File: src/asac_pkg.sv
// Shared types and constants for the accelerometer step and activity classifier.
package asac_pkg;

    localparam int AXIS_W   = 16;
    localparam int IN_W     = 3 * AXIS_W;
    localparam int MAG_W    = 18;
    localparam int LOCK_W   = 8;
    localparam int CLASS_W  = 2;
    localparam int OUT_W    = 24;
    localparam int CFG_IDX_W = 3;
    localparam int CFG_DATA_W = 18;

    localparam logic [MAG_W-1:0] ONE_G_MG = MAG_W'(1000);

    localparam logic [CFG_IDX_W-1:0] REG_STEP_THRESHOLD = 3'd0;
    localparam logic [CFG_IDX_W-1:0] REG_LOCKOUT        = 3'd1;
    localparam logic [CFG_IDX_W-1:0] REG_INACTIVE_LIMIT = 3'd2;
    localparam logic [CFG_IDX_W-1:0] REG_SLOW_LIMIT     = 3'd3;
    localparam logic [CFG_IDX_W-1:0] REG_NORMAL_LIMIT   = 3'd4;

    localparam logic [CLASS_W-1:0] CLASS_INACTIVE = 2'd0;
    localparam logic [CLASS_W-1:0] CLASS_SLOW     = 2'd1;
    localparam logic [CLASS_W-1:0] CLASS_NORMAL   = 2'd2;
    localparam logic [CLASS_W-1:0] CLASS_FAST     = 2'd3;

    typedef struct packed {
        logic [MAG_W-1:0]  step_threshold_mg;
        logic [LOCK_W-1:0] lockout_samples;
        logic [MAG_W-1:0]  inactive_limit_mg;
        logic [MAG_W-1:0]  slow_limit_mg;
        logic [MAG_W-1:0]  normal_limit_mg;
    } cfg_t;

    typedef struct packed {
        logic [CLASS_W-1:0] activity_class;
        logic               step_detected;
        logic [MAG_W-1:0]   magnitude_mg;
    } res_t;

endpackage

File: src/accel_step_and_activity_classifier.sv
// Top level: configuration registers, front end, queue and back end of the step classifier.
// Throughput is set by the square root unit, which retires one result bit per cycle and
// takes no new sample until its result is loaded; the front end and queue absorb bursts.
// Reset (aresetn, synchronous, active low) empties all stages, clears the stored
// magnitude and lockout count, and loads thresholds 200/5/30/150/300.
module accel_step_and_activity_classifier #(
    parameter int SAMPLE_WIDTH = 16
) (
    input  logic                              aclk,
    input  logic                              aresetn,
    input  logic                              s_tvalid,
    output logic                              s_tready,
    input  logic [asac_pkg::IN_W-1:0]         s_tdata,   // accel_x, accel_y, accel_z
    output logic                              m_tvalid,
    input  logic                              m_tready,
    output logic [asac_pkg::OUT_W-1:0]        m_tdata,   // magnitude_mg, step_detected, activity_class
    input  logic                              cfg_valid,
    output logic                              cfg_ready,
    input  logic [asac_pkg::CFG_IDX_W-1:0]    cfg_index,
    input  logic [asac_pkg::CFG_DATA_W-1:0]   cfg_data
);
    localparam int SUM_W = 2 * SAMPLE_WIDTH;

    asac_pkg::cfg_t   cfg_reg;
    asac_pkg::res_t   result;
    logic             push_valid, push_ready;
    logic [SUM_W-1:0] push_data;
    logic             pop_valid, pop_ready;
    logic [SUM_W-1:0] pop_data;

    assign cfg_ready = 1'b1;

    always_ff @(posedge aclk) begin
        if (!aresetn) begin
            cfg_reg.step_threshold_mg <= asac_pkg::MAG_W'(200);
            cfg_reg.lockout_samples   <= asac_pkg::LOCK_W'(5);
            cfg_reg.inactive_limit_mg <= asac_pkg::MAG_W'(30);
            cfg_reg.slow_limit_mg     <= asac_pkg::MAG_W'(150);
            cfg_reg.normal_limit_mg   <= asac_pkg::MAG_W'(300);
        end else if (cfg_valid && cfg_ready) begin
            unique case (cfg_index)
                asac_pkg::REG_STEP_THRESHOLD: cfg_reg.step_threshold_mg <= cfg_data;
                asac_pkg::REG_LOCKOUT:        cfg_reg.lockout_samples   <= cfg_data[7:0];
                asac_pkg::REG_INACTIVE_LIMIT: cfg_reg.inactive_limit_mg <= cfg_data;
                asac_pkg::REG_SLOW_LIMIT:     cfg_reg.slow_limit_mg     <= cfg_data;
                asac_pkg::REG_NORMAL_LIMIT:   cfg_reg.normal_limit_mg   <= cfg_data;
                default: begin
                end
            endcase
        end
    end

    asac_front #(
        .SAMPLE_WIDTH(SAMPLE_WIDTH)
    ) u_front (
        .aclk       (aclk),
        .aresetn    (aresetn),
        .s_tvalid   (s_tvalid),
        .s_tready   (s_tready),
        .s_tdata    (s_tdata),
        .push_valid (push_valid),
        .push_ready (push_ready),
        .push_data  (push_data)
    );

    asac_fifo #(
        .WIDTH(SUM_W)
    ) u_fifo (
        .aclk       (aclk),
        .aresetn    (aresetn),
        .push_valid (push_valid),
        .push_ready (push_ready),
        .push_data  (push_data),
        .pop_valid  (pop_valid),
        .pop_ready  (pop_ready),
        .pop_data   (pop_data)
    );

    asac_back #(
        .SAMPLE_WIDTH(SAMPLE_WIDTH)
    ) u_back (
        .aclk      (aclk),
        .aresetn   (aresetn),
        .cfg       (cfg_reg),
        .pop_valid (pop_valid),
        .pop_ready (pop_ready),
        .pop_data  (pop_data),
        .m_tvalid  (m_tvalid),
        .m_tready  (m_tready),
        .result    (result)
    );

    assign m_tdata = {3'b000, result};

endmodule

File: src/asac_front.sv
// Front end: takes samples, forms axis magnitudes and squares, pushes the sum of squares.
module asac_front #(
    parameter int SAMPLE_WIDTH = 16
) (
    input  logic                        aclk,
    input  logic                        aresetn,
    input  logic                        s_tvalid,
    output logic                        s_tready,
    input  logic [asac_pkg::IN_W-1:0]   s_tdata,
    output logic                        push_valid,
    input  logic                        push_ready,
    output logic [2*SAMPLE_WIDTH-1:0]   push_data
);
    localparam int SW    = SAMPLE_WIDTH;
    localparam int SUM_W = 2 * SW;
    localparam int AW    = asac_pkg::AXIS_W;

    logic [SW-1:0] raw_x, raw_y, raw_z;
    logic [SW-1:0] abs_x, abs_y, abs_z;
    logic          abs_valid_reg;
    logic [SW-1:0] ax_reg, ay_reg, az_reg;
    logic          sq_valid_reg;
    logic [SUM_W-1:0] sqx_reg, sqy_reg, sqz_reg;
    logic          abs_ready, sq_ready;

    assign raw_x = s_tdata[SW-1:0];
    assign raw_y = s_tdata[AW+SW-1:AW];
    assign raw_z = s_tdata[2*AW+SW-1:2*AW];

    // most negative code maps to 2^(SW-1), which still fits unsigned
    assign abs_x = raw_x[SW-1] ? (~raw_x + SW'(1)) : raw_x;
    assign abs_y = raw_y[SW-1] ? (~raw_y + SW'(1)) : raw_y;
    assign abs_z = raw_z[SW-1] ? (~raw_z + SW'(1)) : raw_z;

    assign sq_ready  = !sq_valid_reg || push_ready;
    assign abs_ready = !abs_valid_reg || sq_ready;
    assign s_tready  = abs_ready;

    always_ff @(posedge aclk) begin
        if (!aresetn) begin
            abs_valid_reg <= 1'b0;
            sq_valid_reg  <= 1'b0;
        end else begin
            if (abs_ready) begin
                abs_valid_reg <= s_tvalid;
            end
            if (sq_ready) begin
                sq_valid_reg <= abs_valid_reg;
            end
        end
    end

    always_ff @(posedge aclk) begin
        if (abs_ready && s_tvalid) begin
            ax_reg <= abs_x;
            ay_reg <= abs_y;
            az_reg <= abs_z;
        end
        if (sq_ready && abs_valid_reg) begin
            sqx_reg <= SUM_W'(ax_reg) * SUM_W'(ax_reg);
            sqy_reg <= SUM_W'(ay_reg) * SUM_W'(ay_reg);
            sqz_reg <= SUM_W'(az_reg) * SUM_W'(az_reg);
        end
    end

    // sum of three squares stays below 2^SUM_W
    assign push_valid = sq_valid_reg;
    assign push_data  = sqx_reg + sqy_reg + sqz_reg;

endmodule

File: src/asac_fifo.sv
// Two-entry queue between the front end and the root/decision back end.
module asac_fifo #(
    parameter int WIDTH = 32
) (
    input  logic             aclk,
    input  logic             aresetn,
    input  logic             push_valid,
    output logic             push_ready,
    input  logic [WIDTH-1:0] push_data,
    output logic             pop_valid,
    input  logic             pop_ready,
    output logic [WIDTH-1:0] pop_data
);
    logic [WIDTH-1:0] mem [2];
    logic             wr_ptr_reg, rd_ptr_reg;
    logic [1:0]       count_reg;
    logic             do_push, do_pop;

    assign push_ready = (count_reg != 2'd2);
    assign pop_valid  = (count_reg != 2'd0);
    assign pop_data   = mem[rd_ptr_reg];
    assign do_push    = push_valid && push_ready;
    assign do_pop     = pop_valid && pop_ready;

    always_ff @(posedge aclk) begin
        if (!aresetn) begin
            wr_ptr_reg <= 1'b0;
            rd_ptr_reg <= 1'b0;
            count_reg  <= 2'd0;
        end else begin
            if (do_push) begin
                wr_ptr_reg <= ~wr_ptr_reg;
            end
            if (do_pop) begin
                rd_ptr_reg <= ~rd_ptr_reg;
            end
            if (do_push && !do_pop) begin
                count_reg <= count_reg + 2'd1;
            end else if (!do_push && do_pop) begin
                count_reg <= count_reg - 2'd1;
            end
        end
    end

    always_ff @(posedge aclk) begin
        if (do_push) begin
            mem[wr_ptr_reg] <= push_data;
        end
    end

endmodule

File: src/asac_back.sv
// Back end: bit-pair integer square root, step detection, activity class, output register.
module asac_back #(
    parameter int SAMPLE_WIDTH = 16
) (
    input  logic                          aclk,
    input  logic                          aresetn,
    input  asac_pkg::cfg_t                cfg,
    input  logic                          pop_valid,
    output logic                          pop_ready,
    input  logic [2*SAMPLE_WIDTH-1:0]     pop_data,
    output logic                          m_tvalid,
    input  logic                          m_tready,
    output asac_pkg::res_t                result
);
    localparam int SW    = SAMPLE_WIDTH;
    localparam int SUM_W = 2 * SW;
    localparam int CNT_W = $clog2(SW);
    localparam int MAG_W = asac_pkg::MAG_W;
    localparam int LOCK_W = asac_pkg::LOCK_W;

    localparam logic [1:0] ST_IDLE = 2'd0;
    localparam logic [1:0] ST_ROOT = 2'd1;
    localparam logic [1:0] ST_DONE = 2'd2;

    logic [1:0]        state_reg, state_next;
    logic [SUM_W-1:0]  rem_reg, rem_next;
    logic [SUM_W:0]    res_reg, res_next;
    logic [SUM_W-1:0]  bit_reg, bit_next;
    logic [CNT_W-1:0]  cnt_reg, cnt_next;
    logic [SUM_W:0]    trial;

    logic [MAG_W-1:0]  prev_mag_reg, prev_mag_next;
    logic [LOCK_W-1:0] lock_left_reg, lock_left_next;
    logic              out_valid_reg, out_valid_next;
    asac_pkg::res_t    out_reg, out_next;

    logic [MAG_W-1:0]  mag;
    logic [MAG_W-1:0]  delta, dev;
    logic              step;
    logic [asac_pkg::CLASS_W-1:0] cls;
    logic              load_out;

    assign trial = res_reg + {1'b0, bit_reg};
    assign mag   = MAG_W'({res_reg[SW-1:0], 2'b00});

    assign delta = (mag > prev_mag_reg) ? (mag - prev_mag_reg) : (prev_mag_reg - mag);
    assign dev   = (mag > asac_pkg::ONE_G_MG) ? (mag - asac_pkg::ONE_G_MG)
                                               : (asac_pkg::ONE_G_MG - mag);

    always_comb begin
        if (dev < cfg.inactive_limit_mg) begin
            cls = asac_pkg::CLASS_INACTIVE;
        end else if (dev < cfg.slow_limit_mg) begin
            cls = asac_pkg::CLASS_SLOW;
        end else if (dev < cfg.normal_limit_mg) begin
            cls = asac_pkg::CLASS_NORMAL;
        end else begin
            cls = asac_pkg::CLASS_FAST;
        end
    end

    always_comb begin
        step           = 1'b0;
        prev_mag_next  = mag;
        lock_left_next = lock_left_reg;
        if (prev_mag_reg != '0) begin
            if (lock_left_reg != '0) begin
                lock_left_next = lock_left_reg - LOCK_W'(1);
            end else if (delta >= cfg.step_threshold_mg) begin
                lock_left_next = cfg.lockout_samples;
                step           = 1'b1;
            end
        end
    end

    assign pop_ready = (state_reg == ST_IDLE);
    assign load_out  = (state_reg == ST_DONE) && (!out_valid_reg || m_tready);

    always_comb begin
        state_next = state_reg;
        rem_next   = rem_reg;
        res_next   = res_reg;
        bit_next   = bit_reg;
        cnt_next   = cnt_reg;
        unique case (state_reg)
            ST_IDLE: begin
                if (pop_valid) begin
                    rem_next   = pop_data;
                    res_next   = '0;
                    bit_next   = SUM_W'(1) << (SUM_W - 2);
                    cnt_next   = CNT_W'(SW - 1);
                    state_next = ST_ROOT;
                end
            end
            ST_ROOT: begin
                if ({1'b0, rem_reg} >= trial) begin
                    rem_next = rem_reg - trial[SUM_W-1:0];
                    res_next = (res_reg >> 1) + {1'b0, bit_reg};
                end else begin
                    res_next = res_reg >> 1;
                end
                bit_next = bit_reg >> 2;
                if (cnt_reg == '0) begin
                    state_next = ST_DONE;
                end else begin
                    cnt_next = cnt_reg - CNT_W'(1);
                end
            end
            ST_DONE: begin
                if (load_out) begin
                    state_next = ST_IDLE;
                end
            end
            default: begin
                state_next = ST_IDLE;
            end
        endcase
    end

    always_comb begin
        out_next       = out_reg;
        out_valid_next = out_valid_reg;
        if (load_out) begin
            out_next.magnitude_mg   = mag;
            out_next.step_detected  = step;
            out_next.activity_class = cls;
            out_valid_next          = 1'b1;
        end else if (m_tready) begin
            out_valid_next = 1'b0;
        end
    end

    always_ff @(posedge aclk) begin
        if (!aresetn) begin
            state_reg     <= ST_IDLE;
            out_valid_reg <= 1'b0;
            prev_mag_reg  <= '0;
            lock_left_reg <= '0;
        end else begin
            state_reg     <= state_next;
            out_valid_reg <= out_valid_next;
            if (load_out) begin
                prev_mag_reg  <= prev_mag_next;
                lock_left_reg <= lock_left_next;
            end
        end
    end

    always_ff @(posedge aclk) begin
        rem_reg <= rem_next;
        res_reg <= res_next;
        bit_reg <= bit_next;
        cnt_reg <= cnt_next;
        out_reg <= out_next;
    end

    assign m_tvalid = out_valid_reg;
    assign result   = out_reg;

endmodule
File: config.mk
export PLATFORM = sky130hd
export DESIGN_NAME = accel_step_and_activity_classifier
export DESIGN_NICKNAME = d
export VERILOG_FILES = /design/src/asac_pkg.sv /design/src/accel_step_and_activity_classifier.sv /design/src/asac_front.sv /design/src/asac_fifo.sv /design/src/asac_back.sv
export SDC_FILE = /design/constraint.sdc
export NUM_CORES = 2
export LEC_CHECK = 0
export BUFFER_PORTS_ARGS = -buffer_cell sky130_fd_sc_hd__buf_4
export CAP_MARGIN = 20
export CORE_ASPECT_RATIO = 0.6
export CORE_MARGIN = 2
export CORE_UTILIZATION = 59
export DETAILED_ROUTE_END_ITERATION = 7
export GPL_ROUTABILITY_DRIVEN = 0
export GPL_TIMING_DRIVEN = 0
export PLACE_DENSITY = 0.79
export SYNTH_ARGS = -nofsm -noshare
export SYNTH_HDL_FRONTEND = slang
export SYNTH_SLANG_ARGS = --single-unit
File: constraint.sdc
create_clock -name aclk -period 6.9 [get_ports aclk]
set_input_delay 0.69 -clock aclk [delete_from_list [all_inputs] [get_ports aclk]]
set_output_delay 0.69 -clock aclk [all_outputs]
set_load 0.05 [all_outputs]
==> After elaboration in Yosys (flattened, before gate mapping) <==
Memories as Yosys holds them, arrays and structs flattened. A register that Yosys moved wholly into a read port is not among the register bits.
Cells that the tools add are included.
{ "totals": {"out_inout_bits": 27, "ramBits": 64, "regBits": 377, "elab_cells": 146, "in_bits": 74, "memories": 1} }
{ "memory_table": {"columns": ["name", "depth", "word_bits", "read_ports", "rd_ports_with_merged_regs", "wr", "line", "text"], "rows": [
  ["u_fifo.mem", 2, 32, 1, 1, 1, "asac_fifo.sv:14", "logic [WIDTH-1:0] mem [2];"]
]} }
{ "classes": {"n_reduce_logical": 37, "add_sub_neg": 16, "n_lt_le_gt_ge": 7, "multipliers": 3, "mux": 33, "n_eq_ne": 12, "bitwise_logic": 6} }
{ "ops": {"columns": ["operator", "count"], "rows": [
  ["$pmux 32 s2", 2],
  ["$mul 16x16->32", 3],
  ["$mux 32", 3],
  ["$mux 33", 2],
  ["$pmux 33 s2", 1],
  ["$add 32x32->32", 2],
  ["$lt 18x18->1", 3],
  ["$add 16x1->16 const B", 3],
  ["$not 16->16", 3],
  ["$mux 15", 3],
  ["$mux 18", 2],
  ["$sub 18x18->18", 2],
  ["$add 32x32->33", 1],
  ["$add 33x32->33", 1],
  ["$ge 32x33->1", 1],
  ["$sub 32x32->32", 1],
  ["$ge 18x18->1", 1],
  ["$gt 18x10->1 const B", 1],
  ["$gt 18x18->1", 1],
  ["$reduce_bool 18->1", 1],
  ["$sub 10x18->18 const A", 1],
  ["$sub 18x10->18 const B", 1],
  ["$mux 8", 2],
  ["$reduce_and 2->1", 6],
  ["other kinds (27)", 67]
]} }

==> Depth between registers and ports, before layout <==
{ "depth": {"depth_word": 6, "depth_mapped": 25, "ltp_nobuf": 24} }

==> Modules after synthesis <==
Synthesis repeated with hierarchy kept, for this count alone.
{ "unflattened": {"cells_unflattened": 4984, "hier_area_um2": 47797.1} }
{ "modules_own_cells": {"columns": ["mod", "seq_area_each_um2", "instances", "area_each_um2", "cells_per_inst"], "rows": [
  ["asac_front", 4274.1, 1, 29363.2, 3078],
  ["asac_back", 3663.5, 1, 12718.4, 1481],
  ["accel_step_and_activity_classifier", 1601.5, 1, 3164.3, 301],
  ["asac_fifo", 2021.9, 1, 2551.2, 124]
]} }

==> Worst setup path after synthesis <==
OpenSTA, ideal clock, no wires.
{ "synth_timing": {"path_type": "flip-flop to flip-flop", "startpoint": "reg u_back.res_reg[2]", "endpoint": "reg u_back.rem_reg[0] (enable)", "t_arrival_ns": 6.707, "path_slack_ns": -0.273, "setup_time_ns": 0.466, "stages_incl_launch_ff": 20, "n_path_buf": 0, "period_less_slack_ns": 7.173, "required_ns": 6.434, "path_cell_list": "edfxtp_1 > ha_1 > a31oi_1 > a211oi_1 > a31oi_1 > o31a_1 > o31ai_2 > o21ai_1 > o211ai_1 > a31oi_1 > xor2_1 > ha_1 > nand2_1 > or3_1 > or4_1 > o21ai_1 > a2111oi_2 > nor2_8 > o21ai_2 > o21ai_0"} }
{ "synth_between": {"elab_chain_cells": 4} }
{ "synth_lines": {"columns": ["element", "line", "text"], "rows": [
  ["from (decl)", "asac_back.sv:27", "logic [SUM_W:0] res_reg, res_next;"],
  ["from (signal assigned)", "asac_back.sv:151", "res_reg <= res_next;"],
  ["$add 33x32->33", "asac_back.sv:43", "assign trial = res_reg + {1'b0, bit_reg};"],
  ["$ge 32x33->1", "asac_back.sv:96", "if ({1'b0, rem_reg} >= trial) begin"],
  ["$ne 2x1->1 (no source line)", null, null],
  ["$reduce_and 3->1 (no source line)", null, null],
  ["to (signal assigned)", "asac_back.sv:150", "rem_reg <= rem_next;"],
  ["to (decl)", "asac_back.sv:26", "logic [SUM_W-1:0] rem_reg, rem_next;"]
]} }
Every way passes these cells.
A chain may end at the register's enable or synchronous reset.

==> Worst setup path in the final report <==
{ "layout_timing": {"startpoint": "reg u_front.az_reg[6]", "endpoint": "reg u_front.sqz_reg[31], data pin"} }
{ "layout_between": {"elab_chain_cells": 1} }
{ "layout_lines": {"columns": ["element", "line", "text"], "rows": [
  ["from (decl)", "asac_front.sv:21", "logic [SW-1:0] ax_reg, ay_reg, az_reg;"],
  ["from (signal assigned)", "asac_front.sv:57", "az_reg <= abs_z;"],
  ["$mul 16x16->32", "asac_front.sv:62", "sqz_reg <= SUM_W'(az_reg) * SUM_W'(az_reg);"],
  ["to (signal assigned)", "asac_front.sv:62", null],
  ["to (decl)", "asac_front.sv:23", "logic [SUM_W-1:0] sqx_reg, sqy_reg, sqz_reg;"]
]} }
Every way passes these cells.

==> metrics.md <==
| Metric | Value |
|---|---|
| Final worst path period need | `6.74 ns` |
| Clock sink count | `423` |
| Max Clock Skew | `0.0415 ns` |
| Buffer depth of the longest clock path | `3` |
| Data required time at the worst endpoint | `7.28 ns` |
| Cell at the root of the clock tree | `clkbuf_16` |
| Slew at the pin with the worst max-slew slack | `0.939 ns` |
| Share of the synthesized area in the top cell type | `22.3%` |
| Detailed Routing Iterations Pass 1 | `8` |
| Reg-to-Reg Start | `u_front.az_reg[6]` |
| Ratio of cells with drive above 1 in the final layout | `8.86%` |
| Total Die Area | `81400 um2` |
| Unique masters post-synth | `82` |
| Final WL | `116000 um` |
| CTS tree | `yes` |
| Count of flip-flops with a built-in enable after synthesis | `309` |
| Slew Viols, Final | `0` |
| Run status | `finished, final reports clean` |
| Cell type group with the largest total delay on the critical path | `adder cells` |
| Synthesized instance count | `4884` |
| Crit path DAT | `7.12 ns` |
| Endpoints failing hold | `0` |
| Largest net degree at the start of global routing | `38` |
| Total of max-cap violations | `0` |
| Total routing usage reported by global routing | `28.4%` |
| Dpl hpwl | `92000 um` |
| Buffers and inverters on the worst path | `5` |
| Post-layout worst setup margin | `0.159 ns` |
| First-pass GRT wire length | `186000 um` |
| Critical path's largest stage delay | `0.53 ns` |
| Synth top cells by count | `inv_1 (892), nand2_1 (563), fa_1 (520)` |
| Boundary pin count | `101` |
| Sequential area share after synthesis | `24.8%` |
| Core box area | `77900 um2` |
| Most frequent CP cell | `fa_1` |
| Remaining number of nets flagged by the antenna check after routing | `0` |
| Via count of the first global-routing pass | `34800` |
| Number of synthesized register bits | `423` |
| Highest achievable clock rate | `148 MHz` |
| Synthesized area | `46600 um2` |
| Worst setup EP type | `flop` |
| DRC violation count after routing | `0` |
| Predominant post-synthesis flop cell | `edfxtp_1` |
| Mean cell area of the mapped netlist | `9.55 um2` |
| Total congestion overflow after global routing | `0` |
| Routed vias | `35600` |
| CP startpoint | `u_front.az_reg[6]` |
| Max FFs per register | `80` |
| Layout Nets | `6213` |
| Number of antenna violations at the first check in global routing | `1` |
| Synth area leader | `fa_1` |
| Avg Vias per Cell | `5.75` |
| Warnings from Yosys | `0` |
| Hold WS | `0.294 ns` |
| Startpoint type of the worst setup path | `flop` |
| Die extent in x | `367 um` |
| Final Cycle Share | `97.7%` |
| Proportion of synthesized flip-flops having asynchronous set or reset | `0%` |
| Worst setup slack after placement | `-1.10 ns` |
| Startpoint of the most critical hold path | `s_tdata[16]` |
| Path category of the worst min-delay check | `in -> reg` |
| Max-slew headroom | `37.3%` |
| Final count of negative-setup-slack endpoints | `0` |
| TritonCTS Buffers | `43` |
| Dominant cells by area after synthesis | `fa_1 (22%), edfxtp_1 (20%), ha_1 (14%), inv_1 (7.2%), dfxtp_1 (4.9%)` |
| Critical path's slowest cell | `fa_1` |
| Number of port buffers | `93` |
| Starting density of the core | `59.9%` |
| # rows | `79` |
| CP Class | `reg -> reg` |
| Leading cell type by number of instances after synthesis | `inv_1` |
| Number of H-tree branching levels | `2` |
| Synthesis-to-layout area growth | `10.2%` |
| Crit path max fanout | `10` |
| DRC violation total after the first TritonRoute iteration | `3691` |
| Clock insertion delay at the later pin of the skew report | `0.63 ns` |
| Die Span Y | `222 um` |
| Clock-pin transition on the worst setup and hold timing paths | `0.07 ns` |
| Routed len/inst | `18.7 um` |
| Cts hold-fix bufs | `0` |
| Cell Chain, Critical Path | `clkbuf_2 -> and2_1 -> fa_1 -> inv_1 -> fa_1 -> inv_1 -> fa_1 -> fa_1 -> fa_1 -> inv_1 -> fa_1 -> inv_1 -> ha_2 -> a21o_1 -> a21o_1 -> a21oi_1 -> o21ai_2 -> o31a_1 -> a31oi_4 -> a31oi_2 -> mux2i_1 -> a2111oi_4` |
[cell type report]
| cell class | instances | area, um2 |
|---|---|---|
| Timing Repair Buffer | 189 | 1510 |
| Clock buffer | 50 | 1100 |
| Buffer | 128 | 668 |
| Multi-Input combinational cell | 3434 | 31400 |
| Antenna cell | 2 | 5.00 |
| Sequential cell | 423 | 11600 |
| Clock inverter | 30 | 467 |
| Fill cell | 5939 | 26500 |
| Tap cell | 1053 | 1320 |
| Inverter | 893 | 3360 |
[final timing paths]
kind / to / slack, ns / cells after the start
worst max-delay path: u_front.sqz_reg[31] / 0.16 / 22
worst max register to register: u_front.sqz_reg[31] / 0.16 / 22
worst min-delay path: u_front.ay_reg[0] / 0.29 / 1
worst min register to register: cfg_reg[76] / 0.46 / 2
[timing repair]
item,in CTS,in global routing
setup endpoints to repair,26,19
resized for setup,59,100
buffers inserted,15,74
pin swaps,4,8
[routing by layer]
layer  track usage (%)  part of all wire, %  vias to the layer above
met3              6.73                   11                      179
met5                 0                    0                        -
li1                  -                    -                    16500
met1              42.9                   45                    17200
met2              41.7                   42                     1704
met4              5.54                  1.7                        0
[cells by family (layout without fill, tap and decap cells)]
group	count (synthesis)	after routing	share of synthesized area [%]
other cells	2	11	0.0161
flops	423	423	24.8
simple gates	1223	1223	12.4
xor+xnor	280	280	5.26
mux	41	41	0.926
compound gates	854	854	12.2
fa+ha+maj	1027	1027	35.9
buf+inv	1034	1290	8.48
[metrics by stage]
step | area (um2) | TNS [ns] | instances | util [%]
2_1_floorplan | 46700 | 0 | 4891 | -
3_3_place_gp | 48700 | -41.98 | 6037 | 62.5
3_5_place_dp | 48800 | -9.16 | 6043 | 62.7
4_1_cts | 50600 | 0 | 6126 | 65.0
5_1_grt | 51400 | -0.253 | 6200 | 66.0
6_report | 51400 | 0 | 6202 | 66.0
[cells in the final DEF (no fill, tap or decap), types with 14 or more instances in the layout]
cell type / count
xnor2_1: 186
nand2b_1: 36
edfxtp_1: 309
nor2b_1: 40
buf_4: 198
nor2_1: 182
a211oi_2: 19
a31o_2: 14
a21boi_0: 86
clkbuf_1: 65
ha_1: 502
nor3_1: 39
and2_1: 156
fa_1: 520
o21bai_1: 24
a31oi_1: 38
mux2i_1: 24
o21a_1: 41
o31ai_1: 29
a211oi_1: 32
nand3_1: 48
o211ai_1: 32
nand4_1: 23
clkbuf_16: 43
xor2_1: 89
dfxtp_1: 114
inv_1: 889
and3_1: 23
a21o_1: 85
buf_2: 18
or2_2: 20
mux2_2: 17
a21oi_1: 191
nand2_1: 559
o21ai_0: 153
clkbuf_2: 19
or3_1: 27
Power is not shown: default switching activity piles up to over one toggle a cycle in this logic, so the estimate is an artifact.
